===== src/rtl/tcw_pkg.sv =====
`timescale 1ns / 1ps
// Shared types and constants for the text console character writer.
// Depends on nothing; tcw_front, tcw_fifo, tcw_back and the core import it.
package tcw_pkg;

   // Character codes that the command decoder recognizes.
   localparam logic [7:0] CHAR_NUL   = 8'h00;
   localparam logic [7:0] CHAR_BELL  = 8'h07;
   localparam logic [7:0] CHAR_BS    = 8'h08;
   localparam logic [7:0] CHAR_TAB   = 8'h09;
   localparam logic [7:0] CHAR_NL    = 8'h0A;
   localparam logic [7:0] CHAR_FF    = 8'h0C;
   localparam logic [7:0] CHAR_CR    = 8'h0D;
   localparam logic [7:0] CHAR_SPACE = 8'h20;

   // Attribute written into every cell by the clearing pass after reset.
   localparam logic [7:0] ATTR_RESET = 8'd15;

   // A tab expands to this many blank puts.
   localparam int unsigned TAB_WIDTH = 4;

   // Command queue between the front and the back.
   localparam int unsigned FIFO_DEPTH = 2;

   // Payload field widths.
   localparam int unsigned CHAR_W   = 8;
   localparam int unsigned ATTR_W   = 8;
   localparam int unsigned COL_W    = 7;
   localparam int unsigned ROW_W    = 5;
   localparam int unsigned LINEAR_W = 11;

   // Operation codes of the request channel.
   localparam logic OP_PUT  = 1'b0;
   localparam logic OP_READ = 1'b1;

   // Classified commands handed from the front to the back.
   typedef enum logic [2:0] {
      CMD_NOP,
      CMD_PUT,
      CMD_TAB,
      CMD_NEWLINE,
      CMD_CR,
      CMD_BS,
      CMD_FF,
      CMD_READ
   } cmd_kind_type;

   typedef struct packed {
      cmd_kind_type     kind;
      logic             in_range;
      logic [CHAR_W-1:0] char_byte;
      logic [COL_W-1:0] read_column;
      logic [ROW_W-1:0] read_row;
   } cmd_type;

   // States of the back-end sequencer.
   typedef enum logic [2:0] {
      ST_INIT_CLEAR,
      ST_IDLE,
      ST_READ_WAIT,
      ST_PUT,
      ST_SCROLL_COPY,
      ST_SCROLL_BLANK,
      ST_CLEAR,
      ST_DONE
   } st_type;

endpackage


===== src/rtl/tcw_fifo.sv =====
`timescale 1ns / 1ps
// Short command queue between the front and the back end.
// Depends on tcw_pkg.
module tcw_fifo (
   input  logic              clock,
   input  logic              reset,
   input  logic              push,
   input  tcw_pkg::cmd_type  push_cmd,
   input  logic              pop,
   output tcw_pkg::cmd_type  head_cmd,
   output logic              not_empty,
   output logic              full
);
   import tcw_pkg::*;

   localparam int unsigned IW = (FIFO_DEPTH > 1) ? $clog2(FIFO_DEPTH) : 1;
   localparam int unsigned NW = $clog2(FIFO_DEPTH + 1);

   cmd_type         entry_ff [FIFO_DEPTH];
   logic [IW-1:0]   wr_ptr_ff, wr_ptr_in;
   logic [IW-1:0]   rd_ptr_ff, rd_ptr_in;
   logic [NW-1:0]   count_ff, count_in;

   assign head_cmd  = entry_ff[rd_ptr_ff];
   assign not_empty = (count_ff != '0);
   assign full      = (count_ff == NW'(FIFO_DEPTH));

   // Pointer and fill count updates.
   always_comb begin
      wr_ptr_in = wr_ptr_ff;
      rd_ptr_in = rd_ptr_ff;
      count_in  = count_ff;
      if (push) begin
         wr_ptr_in = (wr_ptr_ff == IW'(FIFO_DEPTH - 1)) ? '0 : wr_ptr_ff + 1'b1;
      end
      if (pop) begin
         rd_ptr_in = (rd_ptr_ff == IW'(FIFO_DEPTH - 1)) ? '0 : rd_ptr_ff + 1'b1;
      end
      if (push && !pop) begin
         count_in = count_ff + 1'b1;
      end else if (pop && !push) begin
         count_in = count_ff - 1'b1;
      end
   end

   always_ff @(posedge clock) begin
      if (reset) begin
         wr_ptr_ff <= '0;
         rd_ptr_ff <= '0;
         count_ff  <= '0;
      end else begin
         wr_ptr_ff <= wr_ptr_in;
         rd_ptr_ff <= rd_ptr_in;
         count_ff  <= count_in;
      end
   end

   // Storage for queued commands.
   always_ff @(posedge clock) begin
      if (push) begin
         entry_ff[wr_ptr_ff] <= push_cmd;
      end
   end

   a_no_overflow: assert property (@(posedge clock) disable iff (reset)
      full |-> !push || pop)
      else $error("command pushed into a full queue");
   a_no_underflow: assert property (@(posedge clock) disable iff (reset)
      pop |-> not_empty)
      else $error("command popped from an empty queue");

endmodule


===== config.mk =====
export PLATFORM = sky130hd
export DESIGN_NAME = tcw_fifo
export DESIGN_NICKNAME = d
export VERILOG_FILES = /design/src/rtl/tcw_pkg.sv /design/src/rtl/tcw_fifo.sv
export SDC_FILE = /design/constraint.sdc
export NUM_CORES = 1
export LEC_CHECK = 0
export ABC_AREA = 1
export BUFFER_PORTS_ARGS = -buffer_cell sky130_fd_sc_hd__buf_2
export CORE_MARGIN = 2
export CORE_UTILIZATION = 40
export CTS_BUF_LIST = sky130_fd_sc_hd__clkbuf_8
export DETAILED_ROUTE_END_ITERATION = 12
export GPL_TIMING_DRIVEN = 0
export PLACE_DENSITY = 0.64
export SYNTH_ARGS = -nofsm -noshare
export SYNTH_HDL_FRONTEND = slang
export SYNTH_SLANG_ARGS = --single-unit

===== constraint.sdc =====
create_clock -name clock -period 2.5 [get_ports clock]
set_input_delay 0.125 -clock clock [delete_from_list [all_inputs] [get_ports clock]]
set_output_delay 0.125 -clock clock [all_outputs]
set_load 0.05 [all_outputs]

After elaboration in Yosys (flattened, before gate mapping):

Memories as Yosys holds them, arrays and structs flattened. A register that Yosys moved wholly into a read port is not among the register bits.
Index checks and enable logic that the tools add are counted.

* output and inout bits: 26
* logic and storage cells: 23
* register bits: 4
* memories kept: 1
* RAM bits: 48
* input bits: 28

* $add $sub $neg: 4
* mux-type cells: 8
* equality and inequality tests: 1
* reduce and logical (&&, ||, !) cells: 6

Memory list
* entry_ff: words 2, width 24, read ports 1, clocked after Yosys merged registers in 1, wr ports 1, line tcw_fifo.sv:19 `cmd_type entry_ff [FIFO_DEPTH];`

Operator list (count)
* 1-bit two-way mux: 6
* 2-bit two-way mux: 2
* 2-bit nonzero test: 2
* 1-bit adder (second input constant): 2
* 2-bit by 1-bit adder with 2-bit output (second input constant): 1
* 2-bit == test (second input constant): 1
* 1-bit logical AND: 2
* 1-bit zero test: 2
* 2-bit by 1-bit subtractor with 2-bit output (second input constant): 1

Depth between registers and ports, before layout:

Gate-level depths: netlist of run 1.

* word-level depth: 4
* depth in mapped cells: 8
* gate-level depth less buffers: 8

Worst setup path after synthesis of run 1:

No wires, ideal clock.

* path kind: reg2reg
* start point: reg wr_ptr_ff
* end point: mem entry_ff[0][0] (netlist bit) (enable)
* arrival: 1.347 ns
* stages on the path, launching flop included: 2
* period minus slack after synthesis: 1.752 ns
* required time: 2.095 ns
* setup time: 0.405 ns
* slack: 0.748 ns
* path buffers: 0
* cells stage by stage: dfxtp_1 > nor2_1

RTL lines
* start, declared: line tcw_fifo.sv:20 `logic [IW-1:0] wr_ptr_ff, wr_ptr_in;`
* start signal, assigned: line tcw_fifo.sv:52 `wr_ptr_ff <= wr_ptr_in;`
* end, declared: line tcw_fifo.sv:19

No word-level cell before the write port.

==> results.cfg, run 1 <==
[worst_setup_path]
cp_max_fo = 10
worstPathArrival_ps = 1430
cp-end-kind = primary output
cp-start-kind = register
required_ps = 2380
worstSetupPathType = register to primary output

[synthesis]
syn_inst = 108
synth_cell_types = 16
synth_area_sq_um = 2060
ys_seq_area_share_pct = 74.7
synth.ff_latch_count = 53
synth_nets = 137
syn_area_per_cell_sq_um = 19.1
synth_warnings = 0

[cts]
clkSinkCount = 53
clk_latency_ps = 290
postCtsSetupRepairBufs = 0
ctsHoldBuffers = 0
clock_path_buffers = 2
path_clk_slew_ps = 80
cts_tree = done
cts-root-buf = clkbuf_8
cts_buffers = 5
cts_resized = 0
htreeDepth = 2

[layout]
stdcell_area_sq_um = 2520
synthToLayoutAreaGrowth_pct = 21.9
layout_commonest_cell = buf_2
multi_input_area_sq_um = 440
regArea_sq_um = 1540
fillers = 443
drive_gt1_share_pct = 51.8
fin_util_pct = 49.9
final_nets = 198
layout_common_cells = 53 x buf_2, 48 x edfxtp_1, 20 x mux2_4
diodes = 0

[route]
drcViolationCount = 0
wire_per_inst_um = 14.0
drtIter0Drc = 32
viasPerCell = 4.50
num_vias = 1080
wl_mm = 3.37
dr.pass1.iters = 4
antenna_left = 0

[power_and_ir_drop]
peakVddDrop_uv = 363
p_per_area_nw_per_um2 = 739
leakage_nw = 1.03

[sta]
final_max_slew_viol_count = 0
period_minus_slack_ps = 1560
fin_crit_sh_pct = 62.2
worst_pin_slew_ps = 1020
fmaxAchievable_mhz = 643
hold_slack_ps = 18.4
skew_ps = 1.62
setup_ws_ps = 945
rsz0062_at_grt = no
setup_viol = 0
finalSetupTns_ps = 0
final_hold_viol_count = 0
relSlewSlack_pct = 32.1

[die]
fp-row-count = 26
start_util_pct = 40.9
coreArea_sq_um = 5040
dieArea_sq_um = 5750
die_x_um = 75.8
die_y_um = 75.8
io_pins = 54

[placement]
gp_congestion = 0.662
io_buffers = 53
place_ws_ps = 937
placed_area_sq_um = 2430
dp_hpwl_mm = 2.50

[grt]
grt_max_degree = 26
grt_first_pass_wirelength_mm = 4.94
gr-total-overflow = 0
grtUsageTotal_pct = 12.0
antenna_found_initial = 0
grt_pass1_vias = 1163

[min_path]
hold_class = input port to register

[run_status]
status = finished, final reports clean

[job]
cap_viol_max_count = 0
## flip-flops by register name (all words and copies together) (netlist names), named ones only
signal	flops
wr_ptr_ff	1
entry_ff	48
rd_ptr_ff	1
count_ff	2
## final cells by class
class | count | area share (%)
Inverter | 9 | 1.34
Multi-Input combinational cell | 43 | 17.5
Buffer | 3 | 2.04
Sequential cell | 53 | 61.3
Tap cell | 70 | 3.48
Clock inverter | 3 | 0.497
Timing Repair Buffer | 54 | 11.1
Clock buffer | 5 | 2.73
## cell families after synthesis
logic type,after synthesis,synth area share (%)
AO/OA/AOI/OAI,2,0.484
XOR/XNOR,1,0.424
adder cells (fa/ha/maj),1,0.606
buffers and inverters,12,4.12
flip-flops,53,74.7
multiplexers,24,16.7
AND/OR/NAND/NOR,15,2.97
## routing by layer
metal / wire, um / track usage, % / up-vias
met5: 0 / 0 / -
met4: 38 / 5.26 / 0
met3: 158 / 3.44 / 5
met2: 1970 / 23.8 / 32
met1: 1200 / 11.0 / 529
li1: - / - / 514
## synth_stat cells (all sizes together)
cell / count / area (sq um)
inv: 9 / 33.8
nand3: 1 / 5.00
buf: 3 / 51.3
xnor2: 1 / 8.76
nand2: 6 / 22.5
mux2: 24 / 345
o21ai: 1 / 5.00
dfxtp: 5 / 100
a21oi: 1 / 5.00
nand4: 1 / 6.26
edfxtp: 48 / 1440
ha: 1 / 12.5
nor3: 1 / 5.00
nor2: 6 / 22.5
## critical path, cell delays in order, from the launching register on
cell and delay [ps]:
dfxtp_1 330, buf_6 140, buf_12 150, mux2_4 310, buf_2 210
## report_power, final
group | total (W) | switching (W) | internal [W]
clock | 0.000434 | 0.000245 | 0.000189
sequential | 0.00104 | 0.0000151 | 0.00102
combinational | 0.000388 | 0.000255 | 0.000134
total | 0.00186 | 0.000515 | 0.00134
## metrics by stage
stage	cells	total power [W]
floorplan	108	0.00136
global route	240	0.00194
CTS	240	0.00189
detailed placement	232	0.00145
finish	240	0.00186
global placement	231	0.00143
## worst paths after layout
check | startpoint | cells after the start | to | slack, ps
hold reg to reg | wr_ptr_ff | 2 | wr_ptr_ff | 530
hold / removal | push_cmd[12] | 1 | entry_ff[0][12] | 20
setup reg to reg | wr_ptr_ff | 2 | entry_ff[1][15] | 960
setup / recovery | register | 4 | head_cmd[19] | 940
Power figures use the tool's default switching activity.
==> run 2, diff against run 1 <==
--- a/config.mk
+++ b/config.mk
@@ -5,14 +5,14 @@
 export SDC_FILE = /design/constraint.sdc
 export NUM_CORES = 1
 export LEC_CHECK = 0
-export ABC_AREA = 1
+export ABC_AREA = 0
 export BUFFER_PORTS_ARGS = -buffer_cell sky130_fd_sc_hd__buf_2
 export CORE_MARGIN = 2
 export CORE_UTILIZATION = 40
 export CTS_BUF_LIST = sky130_fd_sc_hd__clkbuf_8
 export DETAILED_ROUTE_END_ITERATION = 12
 export GPL_TIMING_DRIVEN = 0
-export PLACE_DENSITY = 0.64
+export PLACE_DENSITY = 0.67
 export SYNTH_ARGS = -nofsm -noshare
 export SYNTH_HDL_FRONTEND = slang
 export SYNTH_SLANG_ARGS = --single-unit
==> constraint.sdc (replaced) <==
create_clock -name clock -period 1.4 [get_ports clock]
set_input_delay 0.07 -clock clock [delete_from_list [all_inputs] [get_ports clock]]
set_output_delay 0.07 -clock clock [all_outputs]
set_load 0.05 [all_outputs]
==> results.cfg, run 2 <==
[run_status]
status = finished, violations left
failed_checks = setup timing

[worst_setup_path]
required_ps = 1330
critPathSlowestCell = dfxtp_4
critPathTopFamily = flip-flops
cp-end-kind = primary output
cp-start-kind = register
worstSetupPathType = register to primary output
cpPeakStageDelay_ps = 410
path_buf_inv = 3
path_cells = buf_12 -> buf_8 -> mux2_4 -> buf_8
cpMostUsedCell = buf_8
cp_max_fo = 5
r2r_setup_slack_ps = 110
worstPathArrival_ps = 1410

[layout]
drive_gt1_share_pct = 51.6
largest_reg_flops = 48
fillers = 335
reg.largest.list = entry_ff x48, count_ff x2
layout_common_cells = 48 x edfxtp_1, 29 x buf_2, 25 x buf_8, 25 x dlygate4sd3_1, 24 x mux2_4
synthToLayoutAreaGrowth_pct = 57.5
final_nets = 217
regArea_sq_um = 1550
multi_input_area_sq_um = 485
instances_no_fill = 242
layout_commonest_cell = edfxtp_1
top_register = entry_ff
diodes = 0

[power_and_ir_drop]
leakage_nw = 1.23
p_total_w = 0.00372
p_per_area_nw_per_um2 = 1220
peakVddDrop_uv = 605

[cts]
cts-root-buf = clkbuf_8
cts_tree = done
clock_path_buffers = 2
htreeDepth = 2
cts_buffers = 5
path_clk_slew_ps = 90
clkSinkCount = 53
clk_latency_ps = 300

[grt]
antenna_found_initial = 0
gr-total-overflow = 0
grt_max_degree = 25
grt_first_pass_wirelength_mm = 5.80
grt_pass1_vias = 1200
grtUsageTotal_pct = 15.0

[synthesis]
synth_cell_types = 17
synth.ff_latch_count = 53
async_flop_share_pct = 0
yosysTopAreaCellShare_pct = 74.2
synth.most_common_cell = edfxtp_1
netlist_top_cells_area = edfxtp_1 74%, mux2_2 14%, dfxtp_1 5.2%, xnor2_1 0.90%, xor2_1 0.90%
synth_nets = 126
synth_edf_count = 48
synth_area_sq_um = 1940
synth_warnings = 0
syn_inst = 97
syn_area_per_cell_sq_um = 20.0
ys_seq_area_share_pct = 79.4
synth.top_cells.by_count = 48 x edfxtp_1, 24 x mux2_2, 5 x dfxtp_1, 4 x nor2_1
yosys.area.top_type = edfxtp_1
synth_ff_type = edfxtp_1

[route]
num_vias = 1148
dr.pass1.iters = 4
wl_mm = 3.85
viasPerCell = 4.74
drtIter0Drc = 46
drcViolationCount = 0
antenna_left = 0
wire_per_inst_um = 15.9

[sta]
worst_pin_slew_ps = 634
fmaxAchievable_mhz = 677
fin_crit_sh_pct = 106
final_hold_viol_count = 0
rsz0062_at_grt = yes
skew_ps = 7.35
period_minus_slack_ps = 1480
relSlewSlack_pct = 57.5
hold_slack_ps = 54.9
final_max_slew_viol_count = 0
setup_viol = 14
setup_ws_ps = -78.1

[min_path]
hold_class = input port to register

[die]
coreArea_sq_um = 4690
start_util_pct = 41.4
dieArea_sq_um = 5430
io_pins = 54
die_x_um = 73.7
die_y_um = 73.7
fp-row-count = 25

[placement]
place_inst = 204
dp_hpwl_mm = 2.05
gp_congestion = 0.625
io_buffers = 53

[job]
cap_viol_max_count = 0
## run 2: cell count changes in the layout (fill, tap and decap cells not counted), sizes merged, moves of 2 or more
cell         delta
dlygate4sd3    +25
inv             -8
nand2           -6
buf             +4
clkinv          -2
nor2            -2
nor2b           +2
xor2            +2
## run 2: where the power goes
part | total [W] | leakage (nW) | internal [W] | switching (W)
Clock | 0.000805 | 0.0377 | 0.000337 | 0.000468
Sequential | 0.00188 | 0.493 | 0.00184 | 0.0000441
Combinational | 0.00103 | 0.703 | 0.000497 | 0.000535
## run 2: what timing repair did
item	in CTS	in global routing
resized for setup	109	2
buffers inserted	5	1
endpoints found under the setup margin	72	62
hold buffers	25	0
hold endpoints to repair	53	0
cloned	2	1
## run 2: tightest hold or removal path: stages
cell,delay (ps)
buf_2,100
xnor2_1,70
nor2_1,80
## run 2: per-stage QoR
stage                     TNS (ps)  utilization (%)  instance area [sq um]  setup slack, ps
after floorplan                  0                -                   1940             22.6
after global placement      -13460             48.5                   2280             -295
after detailed placement    -16730             48.5                   2280             -371
after CTS                    -3110             65.9                   3090             -154
after global routing         -1860             65.2                   3060             -129
final                         -935             65.2                   3060            -78.1
## run 2: path summary, 6_finish.rpt
kind               startpoint              end  cells after the start
setup / recovery     register     head_cmd[21]                      4
hold / removal            pop         register                      3
setup reg to reg    wr_ptr_ff  entry_ff[0][20]                      1
hold reg to reg   count_ff[1]      count_ff[1]                      2
## run 2: logic make-up after synthesis
group | Yosys count | share of synthesized area (%)
flip-flops | 53 | 79.4
AND/OR/NAND/NOR | 9 | 2.51
AO/OA/AOI/OAI | 2 | 0.515
multiplexers | 24 | 13.9
XOR/XNOR | 4 | 1.80
adder cells (fa/ha/maj) | 1 | 0.644
buffers and inverters | 4 | 1.22
## run 2: cell type report
type,count,area share [%]
plain buffers,1,0.491
clock buffers,5,2.25
clock inverters,2,0.368
inverters,1,0.123
multi-input cells,41,15.9
flip-flops and latches,53,50.5
well taps,54,2.21
repair buffers,85,28.2
## run 2: routing by layer
| layer | vias to the layer above | GRT usage [%] | part of all wire (%) |
|---|---|---|---|
| met2 | 34 | 27.0 | 54 |
| li1 | 548 | - | - |
| met1 | 564 | 17.1 | 41 |
| met5 | - | 0 | 0 |
| met3 | 2 | 3.98 | 4.1 |
| met4 | 0 | 5.45 | 0.88 |
==> run 3, diff against run 2 <==
--- a/config.mk
+++ b/config.mk
@@ -8,11 +8,11 @@
 export ABC_AREA = 0
 export BUFFER_PORTS_ARGS = -buffer_cell sky130_fd_sc_hd__buf_2
 export CORE_MARGIN = 2
-export CORE_UTILIZATION = 40
+export CORE_UTILIZATION = 48
 export CTS_BUF_LIST = sky130_fd_sc_hd__clkbuf_8
 export DETAILED_ROUTE_END_ITERATION = 12
 export GPL_TIMING_DRIVEN = 0
-export PLACE_DENSITY = 0.67
+export PLACE_DENSITY = 0.78
 export SYNTH_ARGS = -nofsm -noshare
 export SYNTH_HDL_FRONTEND = slang
 export SYNTH_SLANG_ARGS = --single-unit
==> results.cfg, run 3 (synthesis results as in run 2) <==
[layout]
top_register = entry_ff
reg.largest.list = entry_ff x48, count_ff x2
layout_commonest_cell = edfxtp_1
final_nets = 213
diodes = 0
layout_common_cells = 48 x edfxtp_1, 29 x buf_2, 25 x dlygate4sd3_1
synthToLayoutAreaGrowth_pct = 49.5
largest_reg_flops = 48
drive_gt1_share_pct = 50.3

[grt]
grt_pass1_vias = 1190
grtUsageTotal_pct = 16.6
grt_max_degree = 25
gr-total-overflow = 0
grt_first_pass_wirelength_mm = 5.24
antenna_found_initial = 0

[route]
antenna_left = 0
viasPerCell = 4.77
dr.pass1.iters = 4
drtIter0Drc = 127
drcViolationCount = 0
wire_per_inst_um = 15.2
wl_mm = 3.57
num_vias = 1121

[sta]
period_minus_slack_ps = 1460
skew_ps = 6.16
setup_viol = 17
fin_crit_sh_pct = 105
relSlewSlack_pct = 52.4
setup_ws_ps = -64.0
final_hold_viol_count = 0
fmaxAchievable_mhz = 683
final_max_slew_viol_count = 0
worst_pin_slew_ps = 713
rsz0062_at_grt = yes
hold_slack_ps = 68.8

[worst_setup_path]
reg2reg_to = entry_ff[1][5]
path_cells = buf_12 -> buf_8 -> mux2_4 -> buf_8
worstSetupPathType = register to primary output
critPathSlowestCell = dfxtp_4
critPathTopFamily = flip-flops
ff2ff_path_depth = 1
cp-end-kind = primary output
r2r_setup_slack_ps = 50
required_ps = 1330
cpPeakStageDelay_ps = 410
r2r_start = wr_ptr_ff
cpMostUsedCell = buf_8
worstPathArrival_ps = 1390
cp_max_fo = 5
cp-start-kind = register
path_buf_inv = 3

[min_path]
hold_class = input port to register
hold_path_end = rd_ptr_ff
worstHoldStart = pop
min_path_cells = 3

[power_and_ir_drop]
swShare_pct = 27.8
peakVddDrop_uv = 730
p_per_area_nw_per_um2 = 1240
leakage_nw = 1.15
combPwrFrac_pct = 25.9
switching_power_w = 0.000998
seq_power_share_pct = 52.4
p_total_w = 0.00359
p_clk_share_pct = 21.7
internal_power_w = 0.00259

[die]
start_util_pct = 49.3
coreArea_sq_um = 3940
die_x_um = 67.6
io_pins = 54
die_y_um = 67.6
fp-row-count = 23
dieArea_sq_um = 4570

[placement]
io_buffers = 53
place_ws_ps = -305
gp_congestion = 0.659
dp_hpwl_mm = 2.05

[cts]
clk_latency_ps = 300
clkSinkCount = 53
cts_buffers = 5
clock_path_buffers = 2
cts_tree = done
path_clk_slew_ps = 80
htreeDepth = 2
cts-root-buf = clkbuf_8

[run_status]
status = finished, violations left
failed_checks = setup timing

[job]
cap_viol_max_count = 0
[run 3: cell count changes in the layout (fill, tap and decap cells not counted), sizes merged]
cell	before	now
buf	61	58
clkinv	1	3
clkinvlp	1	0
nor2b	2	1
[run 3: what timing repair did]
action / CTS / global route
endpoints found under the hold margin: 53 / 0
hold buffers: 25 / 0
cloned: 1 / 0
setup buffers: 3 / 0
endpoints found under the setup margin: 72 / 24
gates resized for setup: 57 / 24
[run 3: tightest hold or removal path, stage by stage]
cell	delay, ps
buf_2	100
xnor2_1	70
nor2_1	90
[run 3: stage by stage]
step | TNS, ps | cell area (sq um) | utilization, % | std cells
2_1_floorplan | 0 | 1940 | - | 97
3_3_place_gp | -11680 | 2270 | 57.6 | 200
4_1_cts | -2530 | 2850 | 72.4 | 237
3_5_place_dp | -13700 | 2270 | 57.6 | 200
6_report | -498 | 2900 | 73.7 | 235
5_1_grt | -1350 | 2900 | 73.7 | 235
[run 3: cell type report]
type                    instances  area [sq um]
inverters                       1          3.75
well taps                      50          62.6
multi-input cells              40           427
clock inverters                 3          12.5
clock buffers                   5          68.8
plain buffers                   2          30.0
fillers                       248          1040
repair buffers                 81           754
flip-flops and latches         53          1550
[run 3: how the worst max path moves through the flow]
stage | from | endpoint | slack [ps] | depth (start not counted)
after global routing | register | head_cmd[6] | -110 | 4
after global placement | wr_ptr_ff | entry_ff[0][11] | -260 | 1
after floorplan | wr_ptr_ff | entry_ff[0][0] | 20 | 1
after detailed placement | wr_ptr_ff | entry_ff[0][11] | -300 | 1
after CTS | register | head_cmd[1] | -140 | 5
final | register | head_cmd[6] | -60 | 4
[run 3: routing by layer]
metal / routed length (um) / track usage, %
met1: 1370 / 18.1
met2: 1960 / 29.7
met3: 192 / 4.67
met4: 41 / 7.65
met5: 0 / 0
[run 3: power by group through the flow]
stage	combinational (W)	clock [W]	sequential, W
global placement	0.000658	0	0.00190
floorplan	0.000514	0	0.00190
global route	0.000978	0.000866	0.00189
CTS	0.000901	0.000799	0.00187
detailed placement	0.000669	0	0.00191
finish	0.000930	0.000778	0.00188
