==> src/rtl/tcw_pkg.sv <==
`timescale 1ns / 1ps
// Shared types and constants for the text console character writer.
// Depends on nothing; tcw_front, tcw_fifo, tcw_back and the core import it.
package tcw_pkg;

   // Character codes that the command decoder recognizes.
   localparam logic [7:0] CHAR_NUL   = 8'h00;
   localparam logic [7:0] CHAR_BELL  = 8'h07;
   localparam logic [7:0] CHAR_BS    = 8'h08;
   localparam logic [7:0] CHAR_TAB   = 8'h09;
   localparam logic [7:0] CHAR_NL    = 8'h0A;
   localparam logic [7:0] CHAR_FF    = 8'h0C;
   localparam logic [7:0] CHAR_CR    = 8'h0D;
   localparam logic [7:0] CHAR_SPACE = 8'h20;

   // Attribute written into every cell by the clearing pass after reset.
   localparam logic [7:0] ATTR_RESET = 8'd15;

   // A tab expands to this many blank puts.
   localparam int unsigned TAB_WIDTH = 4;

   // Command queue between the front and the back.
   localparam int unsigned FIFO_DEPTH = 2;

   // Payload field widths.
   localparam int unsigned CHAR_W   = 8;
   localparam int unsigned ATTR_W   = 8;
   localparam int unsigned COL_W    = 7;
   localparam int unsigned ROW_W    = 5;
   localparam int unsigned LINEAR_W = 11;

   // Operation codes of the request channel.
   localparam logic OP_PUT  = 1'b0;
   localparam logic OP_READ = 1'b1;

   // Classified commands handed from the front to the back.
   typedef enum logic [2:0] {
      CMD_NOP,
      CMD_PUT,
      CMD_TAB,
      CMD_NEWLINE,
      CMD_CR,
      CMD_BS,
      CMD_FF,
      CMD_READ
   } cmd_kind_type;

   typedef struct packed {
      cmd_kind_type     kind;
      logic             in_range;
      logic [CHAR_W-1:0] char_byte;
      logic [COL_W-1:0] read_column;
      logic [ROW_W-1:0] read_row;
   } cmd_type;

   // States of the back-end sequencer.
   typedef enum logic [2:0] {
      ST_INIT_CLEAR,
      ST_IDLE,
      ST_READ_WAIT,
      ST_PUT,
      ST_SCROLL_COPY,
      ST_SCROLL_BLANK,
      ST_CLEAR,
      ST_DONE
   } st_type;

endpackage

==> src/rtl/tcw_if.sv <==
`timescale 1ns / 1ps
// Channel interfaces of the text console character writer: request, response
// and attribute register write. Depends on nothing.

interface tcw_req_if;
   logic       valid;
   logic       ready;
   logic       operation;
   logic [7:0] char_byte;
   logic [6:0] read_column;
   logic [4:0] read_row;

   modport source (output valid, operation, char_byte, read_column, read_row,
                   input ready);
   modport sink   (input valid, operation, char_byte, read_column, read_row,
                   output ready);
endinterface


==> src/rtl/tcw_front.sv <==
`timescale 1ns / 1ps
// Front end: takes request transfers and classifies them into commands.
// Depends on tcw_pkg and tcw_req_if.
module tcw_front #(
   parameter int unsigned COLUMNS = 80,
   parameter int unsigned ROWS    = 25
) (
   tcw_req_if.sink           req_ch,
   input  logic              queue_full,
   output logic              push,
   output tcw_pkg::cmd_type  cmd
);
   import tcw_pkg::*;

   // Accept whenever the queue has room.
   assign req_ch.ready = !queue_full;
   assign push         = req_ch.valid && !queue_full;

   // Decode the operation and the control codes.
   always_comb begin
      cmd.char_byte   = req_ch.char_byte;
      cmd.read_column = req_ch.read_column;
      cmd.read_row    = req_ch.read_row;
      cmd.in_range    = (32'(req_ch.read_column) < COLUMNS) &&
                        (32'(req_ch.read_row) < ROWS);
      cmd.kind        = CMD_PUT;
      if (req_ch.operation == OP_READ) begin
         cmd.kind = CMD_READ;
      end else begin
         case (req_ch.char_byte)
            CHAR_NUL, CHAR_BELL: cmd.kind = CMD_NOP;
            CHAR_NL:             cmd.kind = CMD_NEWLINE;
            CHAR_CR:             cmd.kind = CMD_CR;
            CHAR_TAB:            cmd.kind = CMD_TAB;
            CHAR_BS:             cmd.kind = CMD_BS;
            CHAR_FF:             cmd.kind = CMD_FF;
            default:             cmd.kind = CMD_PUT;
         endcase
      end
   end

endmodule

==> src/flat_wrapper.sv <==
// flat-port wrapper written by rule: the top's interface ports become plain ports
module tcw_front_flat import tcw_pkg::*;
#(
   parameter int unsigned COLUMNS = 80,
   parameter int unsigned ROWS    = 25
)
  (queue_full, push, cmd, req_ch_valid, req_ch_operation, req_ch_char_byte, req_ch_read_column, req_ch_read_row, req_ch_ready);
  tcw_req_if req_ch_i ();
  input  logic queue_full;
  output logic push;
  output tcw_pkg::cmd_type cmd;
  input wire logic [$bits(req_ch_i.valid)-1:0] req_ch_valid;
  input wire logic [$bits(req_ch_i.operation)-1:0] req_ch_operation;
  input wire logic [$bits(req_ch_i.char_byte)-1:0] req_ch_char_byte;
  input wire logic [$bits(req_ch_i.read_column)-1:0] req_ch_read_column;
  input wire logic [$bits(req_ch_i.read_row)-1:0] req_ch_read_row;
  output wire logic [$bits(req_ch_i.ready)-1:0] req_ch_ready;
  assign req_ch_i.valid = req_ch_valid;
  assign req_ch_i.operation = req_ch_operation;
  assign req_ch_i.char_byte = req_ch_char_byte;
  assign req_ch_i.read_column = req_ch_read_column;
  assign req_ch_i.read_row = req_ch_read_row;
  assign req_ch_ready = req_ch_i.ready;
  tcw_front #(.COLUMNS(COLUMNS), .ROWS(ROWS)) u_core (.req_ch(req_ch_i), .queue_full(queue_full), .push(push), .cmd(cmd));
endmodule
==> config.mk <==
export PLATFORM = sky130hd
export DESIGN_NAME = tcw_front_flat
export DESIGN_NICKNAME = d
export VERILOG_FILES = /design/src/rtl/tcw_pkg.sv /design/src/rtl/tcw_if.sv /design/src/rtl/tcw_front.sv /design/src/flat_wrapper.sv
export SDC_FILE = /design/constraint.sdc
export NUM_CORES = 1
export LEC_CHECK = 0
export BUFFER_PORTS_ARGS = -buffer_cell sky130_fd_sc_hd__buf_2
export CORE_AREA = 2 2 39 41
export DETAILED_ROUTE_END_ITERATION = 10
export DIE_AREA = 0 0 41 43
export GPL_TIMING_DRIVEN = 0
export MAX_ROUTING_LAYER = met4
export PLACE_DENSITY = 0.75
export SLEW_MARGIN = 20
export SYNTH_ARGS = -nofsm -noshare
export SYNTH_HDL_FRONTEND = slang
export SYNTH_SLANG_ARGS = --single-unit
==> constraint.sdc <==
create_clock -name vclk -period 0.8
set_input_delay 0.04 -clock vclk [all_inputs]
set_output_delay 0.04 -clock vclk [all_outputs]
set_load 0.005 [all_outputs]
## Word level (Yosys, flattened, before mapping)

Index checks and enable logic that the tools add are counted.

| storage, ports and cells | value |
|---|---|
| bits in registers | 0 |
| bits of input ports | 23 |
| output and inout port bits | 26 |
| word-level logic and storage cells | 15 |

| operators by class | value |
|---|---|
| order comparisons | 2 |
| equality and inequality tests | 6 |
| muxes and demuxes | 2 |
| reduce and logical (&&, ||, !) cells | 5 |

Operator list:

| kind | count |
|---|---|
| 8-bit by 4-bit == test with 1-bit output (second input constant) | 5 |
| 3-bit case mux with 6 select lines | 1 |
| 8-bit by 3-bit == test with 1-bit output (second input constant) | 1 |
| 8-bit logical NOT | 1 |
| 7-bit less-than comparator (second input constant) | 1 |
| 5-bit less-than comparator (second input constant) | 1 |
| 3-bit two-way mux | 1 |
| 1-bit logical AND | 2 |
| 2-bit OR reduction | 1 |
| 1-bit logical NOT | 1 |

## Depth between registers and ports, before layout

Gate-level depths: netlist of the first run.

| logic depth | value |
|---|---|
| depth after elaboration | 4 |
| gate-level depth with buffers | 3 |
| gate-level depth less buffers | 3 |

## Least setup slack after synthesis of the first run

No wires, ideal clock.

| path | value |
|---|---|
| path type | input to output |
| from | input port req_ch_char_byte[5] |
| to | output port cmd[23] (netlist name) |
| arrival | 639 ps |
| required time | 760 ps |
| path slack | 121 ps |
| stages on the path | 2 |
| path buffers | 0 |
| path through | nor4_1 -> a31o_2 |

RTL lines:

| what | RTL line | RTL |
|---|---|---|
| start: declaration | flat_wrapper.sv:14 | `input wire logic [$bits(req_ch_i.char_byte)-1:0] req_ch_char_byte;` |
| end: declaration | flat_wrapper.sv:11 | `output tcw_pkg::cmd_type cmd;` |

==> summary.md, run 1 <==
| Metric | Value |
|---|---|
| Status | `finished, violations left` |
| Failing checks | `setup timing` |
| Crit path DAT | `870 ps` |
| Mapped Nets | `63` |
| WP buf/inv | `2` |
| Hold WC Path Type | `input pin to output port` |
| Routability Congestion | `0.5502` |
| Hold buffers post-CTS | `0` |
| Max_cap viols | `0` |
| Max-slew violation count | `0` |
| Routed via count | `410` |
| Cells after DPL | `101` |
| FFs & Latches | `0` |
| First-pass GRT wire length | `1138 um` |
| Leak | `0.3411 nW` |
| Dpl hpwl | `722.9 um` |
| Initial Util | `19.62%` |
| Cell with the most instances after synthesis | `buf_4` |
| Crit path largest cell delay | `370 ps` |
| RSZ-0062 raised after global routing | `yes` |
| Die Width | `41 um` |
| Largest net degree at the start of global routing | `7` |
| Initial antenna violation count | `0` |
| Final hold viol count | `0` |
| Post-Place Setup Slack | `-188.0 ps` |
| Critical Path RT | `760 ps` |
| Register area | `0 um2` |
| DR pass1 iterations | `1` |
| Total grt overflow | `0` |
| Crit-path max FO | `4` |
| # IOs | `49` |
| Syn Area/Cell | `6.788 um2` |
| Pwr Density | `480.6 mW/mm2` |
| Family with the most delay on the worst path | `simple AND/OR/NAND/NOR gates` |
| Worst-path cell chain | `buf_8 > or3_4 > a21oi_2 > o211ai_1 > buf_2` |
| Hold path startpoint | `req_ch_read_column[1]` |
| Die ar. | `0.001763 mm2` |
| Total global-route track usage | `8.802%` |
| Top-area cell type share of the netlist area | `55.30%` |
| Slowest cell on crit path | `or3_4` |
| Fin Setup TNS | `-164.3 ps` |
| Setup Viol. Count Final | `2` |
| Row count | `14` |
| WL/cell | `8.359 um` |
| CP Launch Point | `req_ch_char_byte[0]` |
| Share of layout cells above drive strength 1 | `81.61%` |
| Final min period | `909.6 ps` |
| Detailed Route WL | `861 um` |
| Routed Antenna Nets | `0` |
| Vias in the first global route | `321` |
| Setup crit end kind | `output port` |
| Port bufs | `45` |
| Crit Path Category | `input pin to output port` |
| Overall power | `0.2838 mW` |
| Largest area contributor in the netlist | `buf_4` |
| Cell area after synthesis | `271.5 um2` |
| Worst Tran Pin Value | `254.7 ps` |
| Worst Setup Start Kind | `input pin` |
| Fin cells | `103` |
| DRC errors left | `0` |
| Core Footprint | `0.001384 mm2` |
| Most instantiated cells after synthesis | `20 x buf_4, 3 x inv_1, 3 x o21ai_0` |
| Top cells by area, synth | `buf_4 55%, o21ai_0 5.5%, inv_1 4.1%` |
| Area Growth Syn to Fin | `117.5%` |
| Setup slack after layout | `-109.6 ps` |
| Fmax | `1.099 GHz` |
| Final period util | `113.7%` |
| Cells after synthesis | `40` |
| Final nets | `112` |
| Ys Warns | `0` |
| Vias per cell | `3.981` |
| # diodes | `0` |
| Clkbuf count | `0` |
| Seq/Total Area, Yosys | `0%` |
| Worst slew margin | `82.89%` |
| Post-layout util | `42.68%` |
| VDD IR-drop max | `0.1645 mV` |
| Synth cell types | `16` |
| 1st-iter DRT viols | `0` |
| Die Y | `43 um` |
-- final timing paths --
kind / end / slack, ps / cells past startpoint
setup / recovery: cmd[21] / -110 / 5
hold / removal: cmd[6] / 240 / 2
-- cells in the final DEF (no fill, tap or decap), types with 2 or more instances in the layout --
| master | n |
|---|---|
| o21ai_0 | 2 |
| buf_4 | 23 |
| buf_2 | 40 |
| buf_6 | 2 |
| inv_1 | 3 |
| buf_8 | 2 |
-- through the flow --
| stage | area (um2) | hold slack (ps) |
|---|---|---|
| after floorplan | 271.5 | 106.5 |
| after global placement | 516.7 | 246.6 |
| after detailed placement | 516.7 | 246.5 |
| after CTS | 581.8 | 246.5 |
| after global routing | 590.6 | 252.0 |
| final | 590.6 | 244.9 |
-- final cells by class --
| class | instances | area, um2 |
|---|---|---|
| Inverter | 3 | 11.26 |
| Timing Repair Buffer | 47 | 275.3 |
| Tap cell | 16 | 20.02 |
| Buffer | 20 | 150.1 |
| Fill cell | 161 | 793.3 |
| Multi-Input combinational cell | 17 | 133.9 |
-- metal layers --
| metal | global-route usage, % | share of wire (%) | up-vias | wire (um) |
|---|---|---|---|---|
| met3 | 0 | 9.9 | 0 | 85 |
| met4 | 0 | 0 | 0 | 0 |
| met5 | - | 0 | - | 0 |
| met2 | 20.31 | 61 | 19 | 521 |
| li1 | - | - | 213 | - |
| met1 | 6.646 | 30 | 178 | 254 |
-- cells by family after synthesis --
family                    Yosys count  share of synthesized area (%)
AOI/OAI and AO/OA                   9                          21.66
xor gates and xnor gates            1                          3.226
buffers and inverters              23                          59.45
and+or+nand+nor                     7                          15.67
-- power by group --
| part | internal, mW | leakage (nW) | switching (mW) |
|---|---|---|---|
| Clock | 0 | 0 | 0 |
| Combinational | 0.185 | 0.341 | 0.0984 |
| Sequential | 0 | 0 | 0 |
| Total | 0.185 | 0.341 | 0.0984 |
-- repair_timing --
action / 4_1_cts / 5_1_grt
buffers inserted: 2 / 0
setup endpoints to repair: 3 / 4
pin swaps: 7 / 0
gates resized for setup: 13 / 3
No activity file was read; power rests on OpenSTA's default activity.
==> run 2, diff against run 1 <==
--- a/config.mk
+++ b/config.mk
@@ -6,11 +6,11 @@
 export NUM_CORES = 1
 export LEC_CHECK = 0
-export BUFFER_PORTS_ARGS = -buffer_cell sky130_fd_sc_hd__buf_2
 export CORE_AREA = 2 2 39 41
 export DETAILED_ROUTE_END_ITERATION = 10
 export DIE_AREA = 0 0 41 43
+export DONT_BUFFER_PORTS = 1
 export GPL_TIMING_DRIVEN = 0
 export MAX_ROUTING_LAYER = met4
-export PLACE_DENSITY = 0.75
+export PLACE_DENSITY = 0.43
 export SLEW_MARGIN = 20
 export SYNTH_ARGS = -nofsm -noshare
==> constraint.sdc (replaced) <==
create_clock -name vclk -period 0.8
set_input_delay 0.24 -clock vclk [all_inputs]
set_output_delay 0.24 -clock vclk [all_outputs]
set_load 0.005 [all_outputs]
==> summary.md, run 2 (synthesized netlist as in run 1, its figures left out) <==
| Metric | Value |
|---|---|
| Status | `finished, violations left` |
| Failing checks | `setup timing` |
| Leak | `0.1446 nW (-58%)` |
| Crit Path Category | `input pin to output port` |
| # IOs | `49 (unchanged)` |
| Routed Antenna Nets | `0 (unchanged)` |
| Final period util | `138.5% (+25 points)` |
| Final instance area | `327.8 um2 (-44%)` |
| Die Y | `43 um (unchanged)` |
| Initial Util | `19.62% (unchanged)` |
| Row count | `14 (unchanged)` |
| Hold WS | `509.5 ps (+264.5 ps)` |
| Crit-path max FO | `6 (+2)` |
| Worst hold path depth | `1 (-1)` |
| Post-DP Area | `297.8 um2 (-42%)` |
| Share of layout cells above drive strength 1 | `60.00% (-22 points)` |
| Worst slew margin | `83.10% (+0.20 points)` |
| Initial antenna violation count | `0 (unchanged)` |
| Post-layout util | `23.69% (-19 points)` |
| Post-CTS setup buffers | `0 (-2)` |
| Vias per cell | `4.464 (+12%)` |
| # diodes | `0 (unchanged)` |
| Vias in the first global route | `154 (-52%)` |
| Commonest non-fill, non-tap cell in the layout | `buf_4` |
| Port bufs | `0 (-100%)` |
| Clkbuf count | `0 (unchanged)` |
| FFs & Latches | `0 (unchanged)` |
| Total grt overflow | `0 (unchanged)` |
| Hold WC Path Type | `input pin to output port` |
| First-pass GRT wire length | `565 um (-50%)` |
| Fin Setup TNS | `-865.9 ps (-701.6 ps)` |
| WL/cell | `10.38 um (+24%)` |
| Commonest cells after routing, fill and taps aside | `20 x buf_4, 3 x inv_1, 2 x o21ai_0` |
| Critical Path RT | `560 ps (-200 ps)` |
| Die Width | `41 um (unchanged)` |
| Hold endpoint | `req_ch_ready` |
| Register area | `0 um2 (unchanged)` |
| WL met3 | `154 um (+81%)` |
| Largest net degree at the start of global routing | `8 (+1)` |
| Hold path startpoint | `queue_full` |
| Max_cap viols | `0 (unchanged)` |
| DR top layer | `met3` |
| Crit path DAT | `870 ps (about the same)` |
| Max-slew violation count | `0 (unchanged)` |
| WL met2 | `260 um (-50%)` |
| DRC errors left | `0 (unchanged)` |
| Setup Viol. Count Final | `4 (+2)` |
| Detailed Route WL | `581 um (-33%)` |
| Worst Setup Start Kind | `input pin` |
| Final nets | `65 (-42%)` |
| Core Footprint | `0.001384 mm2 (unchanged)` |
| Final hold viol count | `0 (unchanged)` |
| Fmax | `0.9028 GHz (-18%)` |
| Setup slack after layout | `-307.6 ps (-198.1 ps)` |
| DR pass1 iterations | `1 (unchanged)` |
| Setup crit end kind | `output port` |
| Die ar. | `0.001763 mm2 (unchanged)` |
| Routed via count | `250 (-39%)` |
| VDD IR-drop max | `0.08108 mV (-51%)` |
| Total global-route track usage | `4.401% (-4.4 points)` |
| Dpl hpwl | `539.5 um (-25%)` |
| Routability Congestion | `0.5936 (+7.9%)` |
| WL met1 | `166 um (-35%)` |
| RSZ-0062 raised after global routing | `yes` |
| Area Growth Syn to Fin | `20.74%` |
| Overall power | `0.1329 mW (-53%)` |
| Worst Tran Pin Value | `251.6 ps (-3.043 ps)` |
| Final min period | `1108 ps (+198.1 ps)` |
| Pwr Density | `405.4 mW/mm2 (-16%)` |
| 1st-iter DRT viols | `0 (unchanged)` |
[run 2: worst max-delay path: stages]
cell,delay (ps)
or3b_1,360
o21ai_1,100
a31o_1,170
[run 2: through the flow]
stage | setup slack [ps] | std cells
after CTS | -315.5 | 56
final | -307.6 | 56
after detailed placement | -308.1 | 56
after global routing | -338.4 | 56
after floorplan | -265.9 | 40
after global placement | -307.4 | 56
[run 2: power by group]
part | switching, mW | internal, mW
sequential | 0 | 0
combinational | 0.0424 | 0.0905
clock | 0 | 0
total | 0.0424 | 0.0905
[run 2: per-layer routing]
layer	vias to the layer above	global-route usage (%)
met1	104	4.747
met2	29	7.813
met5	-	-
met3	0	1.571
li1	117	-
met4	0	0
[run 2: how the worst max path moves through the flow]
| stage | startpoint | end | slack [ps] |
|---|---|---|---|
| CTS | req_ch_char_byte[2] | cmd[22] | -320 |
| global placement | req_ch_char_byte[2] | cmd[22] | -310 |
| detailed placement | req_ch_char_byte[2] | cmd[22] | -310 |
| finish | req_ch_char_byte[2] | cmd[22] | -310 |
| floorplan | req_ch_char_byte[3] | cmd[21] | -270 |
| global route | req_ch_char_byte[2] | cmd[22] | -340 |
[run 2: timing repair]
item	4_1_cts	5_1_grt
hold buffers	0	0
setup endpoints to repair	4	4
gates resized for setup	3	1
pin swaps	3	0
[run 2: cell type report]
cell class	instances	area [um2]
Buffer	20	150.1
Inverter	3	11.26
Fill cell	151	1056
Multi-Input combinational cell	17	146.4
Tap cell	16	20.02
==> run 3, diff against run 2 <==
CELL_PAD_IN_SITES_DETAIL_PLACEMENT = 0   (was unset)
CELL_PAD_IN_SITES_GLOBAL_PLACEMENT = 1   (was unset)
PLACE_DENSITY = 0.61   (was 0.43)
clock period = 1.3 ns   (was 0.8 ns; I/O delays follow)
==> summary.md, run 3 (synthesized netlist as in run 1, its figures left out) <==
| Metric | Value |
|---|---|
| Worst Setup Start Kind | `input pin` |
| Commonest non-fill, non-tap cell in the layout | `buf_4` |
| Combinational share of power | `100.0% (about the same)` |
| Post-Place Setup Slack | `-110.8 ps (+197.3 ps)` |
| Final hold viol count | `0 (unchanged)` |
| Post-CTS setup buffers | `0 (unchanged)` |
| Layout fillers | `159 (+5.3%)` |
| Max_cap viols | `0 (unchanged)` |
| Leak | `0.1428 nW (-1.2%)` |
| RSZ-0062 raised after global routing | `yes` |
| Setup crit end kind | `output port` |
| Worst slew margin | `81.97% (-1.1 points)` |
| Core Footprint | `0.001384 mm2 (unchanged)` |
| Initial antenna violation count | `0 (unchanged)` |
| Crit Path Category | `input pin to output port` |
| Clock Power Share | `0% (unchanged)` |
| Share of layout cells above drive strength 1 | `60.00% (unchanged)` |
| Critical Path RT | `910 ps (+350 ps)` |
| Setup Viol. Count Final | `2 (-2)` |
| DR pass1 iterations | `2 (+1)` |
| Total global-route track usage | `4.504% (+0.10 points)` |
| Crit path largest cell delay | `350 ps (about the same)` |
| Vias per cell | `4.429 (-0.80%)` |
| Slowest cell on crit path | `or3b_1` |
| Cells after DPL | `56 (unchanged)` |
| Commonest cells after routing, fill and taps aside | `20 x buf_4, 3 x inv_1, 2 x o21ai_0` |
| Final period util | `109.3%` |
| Worst hold path depth | `1 (unchanged)` |
| Crit-path max FO | `6 (unchanged)` |
| Final nets | `65 (unchanged)` |
| FFs & Latches | `0 (unchanged)` |
| Worst Tran Pin Value | `267.1 ps (+15.46 ps)` |
| Register area | `0 um2 (unchanged)` |
| Family with the most delay on the worst path | `simple AND/OR/NAND/NOR gates` |
| Largest net degree at the start of global routing | `8 (unchanged)` |
| Fmax | `0.7036 GHz` |
| Row count | `14 (unchanged)` |
| VDD IR-drop max | `0.05321 mV (-34%)` |
| WL/cell | `9.821 um (-5.3%)` |
| Final min period | `1421 ps` |
| Fin Setup TNS | `-188.7 ps (+677.1 ps)` |
| Die ar. | `0.001763 mm2 (unchanged)` |
| Fin cells | `56 (unchanged)` |
| Dpl hpwl | `522.8 um (-3.1%)` |
| Detailed Route WL | `550 um (-5.3%)` |
| Int Pwr | `0.05414 mW (-40%)` |
| Routed Antenna Nets | `0 (unchanged)` |
| Total grt overflow | `0 (unchanged)` |
| Crit path DAT | `1030 ps (+160 ps)` |
| First-pass GRT wire length | `586 um (+3.7%)` |
| Status | `finished, violations left` |
| Area Growth Syn to Fin | `16.13%` |
| Vias in the first global route | `165 (+7.1%)` |
| Clkbuf count | `0 (unchanged)` |
| Die Y | `43 um (unchanged)` |
| Routed via count | `248 (-0.80%)` |
| Sw power | `0.02644 mW (-38%)` |
| Failing checks | `setup timing` |
| Die Width | `41 um (unchanged)` |
| Max-slew violation count | `0 (unchanged)` |
| 1st-iter DRT viols | `3 (+3)` |
| Flop pwr share | `0% (unchanged)` |
| Worst-path cell chain | `or3b_1 > o21ai_1 > a31o_1` |
| # diodes | `0 (unchanged)` |
| DRC errors left | `0 (unchanged)` |
| Pwr Density | `255.6 mW/mm2 (-37%)` |
| WP buf/inv | `0 (unchanged)` |
| Initial Util | `19.62% (unchanged)` |
| Routability Congestion | `0.5237 (-12%)` |
| Port bufs | `0 (unchanged)` |
| Setup slack after layout | `-121.3 ps (+186.3 ps)` |
| Crit. path cell count | `3 (unchanged)` |
| # IOs | `49 (unchanged)` |
| Hold WC Path Type | `input pin to output port` |
| Switching part of the total | `32.81% (+0.91 points)` |
==> run 3: metrics by stage <==
| step | util [%] | cell area (um2) | hold slack [ps] | power, mW |
|---|---|---|---|---|
| final | 22.78 | 315.3 | 808.1 | 0.08058 |
| after global routing | 22.78 | 315.3 | 809.1 | 0.08819 |
| after CTS | 22.15 | 306.5 | 808.5 | 0.07983 |
| after detailed placement | 21.52 | 297.8 | 808.2 | 0.07875 |
| after global placement | 21.52 | 297.8 | 810.2 | 0.07887 |
| after floorplan | - | 277.8 | 806.5 | 0.07283 |
==> run 3: path summary, 6_finish.rpt <==
kind  slack (ps)                start      endpoint
max         -120  req_ch_char_byte[2]       cmd[22]
min          810           queue_full  req_ch_ready
==> run 3: routing by layer <==
metal / GRT usage, % / vias to the layer above / routed length [um]
li1: - / 117 / -
met1: 5.696 / 102 / 204
met2: 8.125 / 29 / 233
met3: 0 / 0 / 113
met4: 0 / 0 / 0
met5: - / - / 0
==> run 3: layout make-up <==
class | count | area, um2 | area share (%)
multi-input combinational | 17 | 133.9 | 42.46
inverter | 3 | 11.26 | 3.571
buffer | 20 | 150.1 | 47.62
tap | 16 | 20.02 | 6.349
==> run 3: power by group through the flow <==
stage	clock, mW	combinational [mW]	sequential (mW)
after floorplan	0	0.0728	0
after global placement	0	0.0789	0
after detailed placement	0	0.0787	0
after CTS	0	0.0798	0
after global routing	0	0.0882	0
final	0	0.0806	0
==> run 3: repair_timing <==
action / in CTS / in global routing
endpoints found under the setup margin: 3 / 3
gates resized for setup: 1 / 2
hold buffers: 0 / 0
pin swaps: 1 / 2
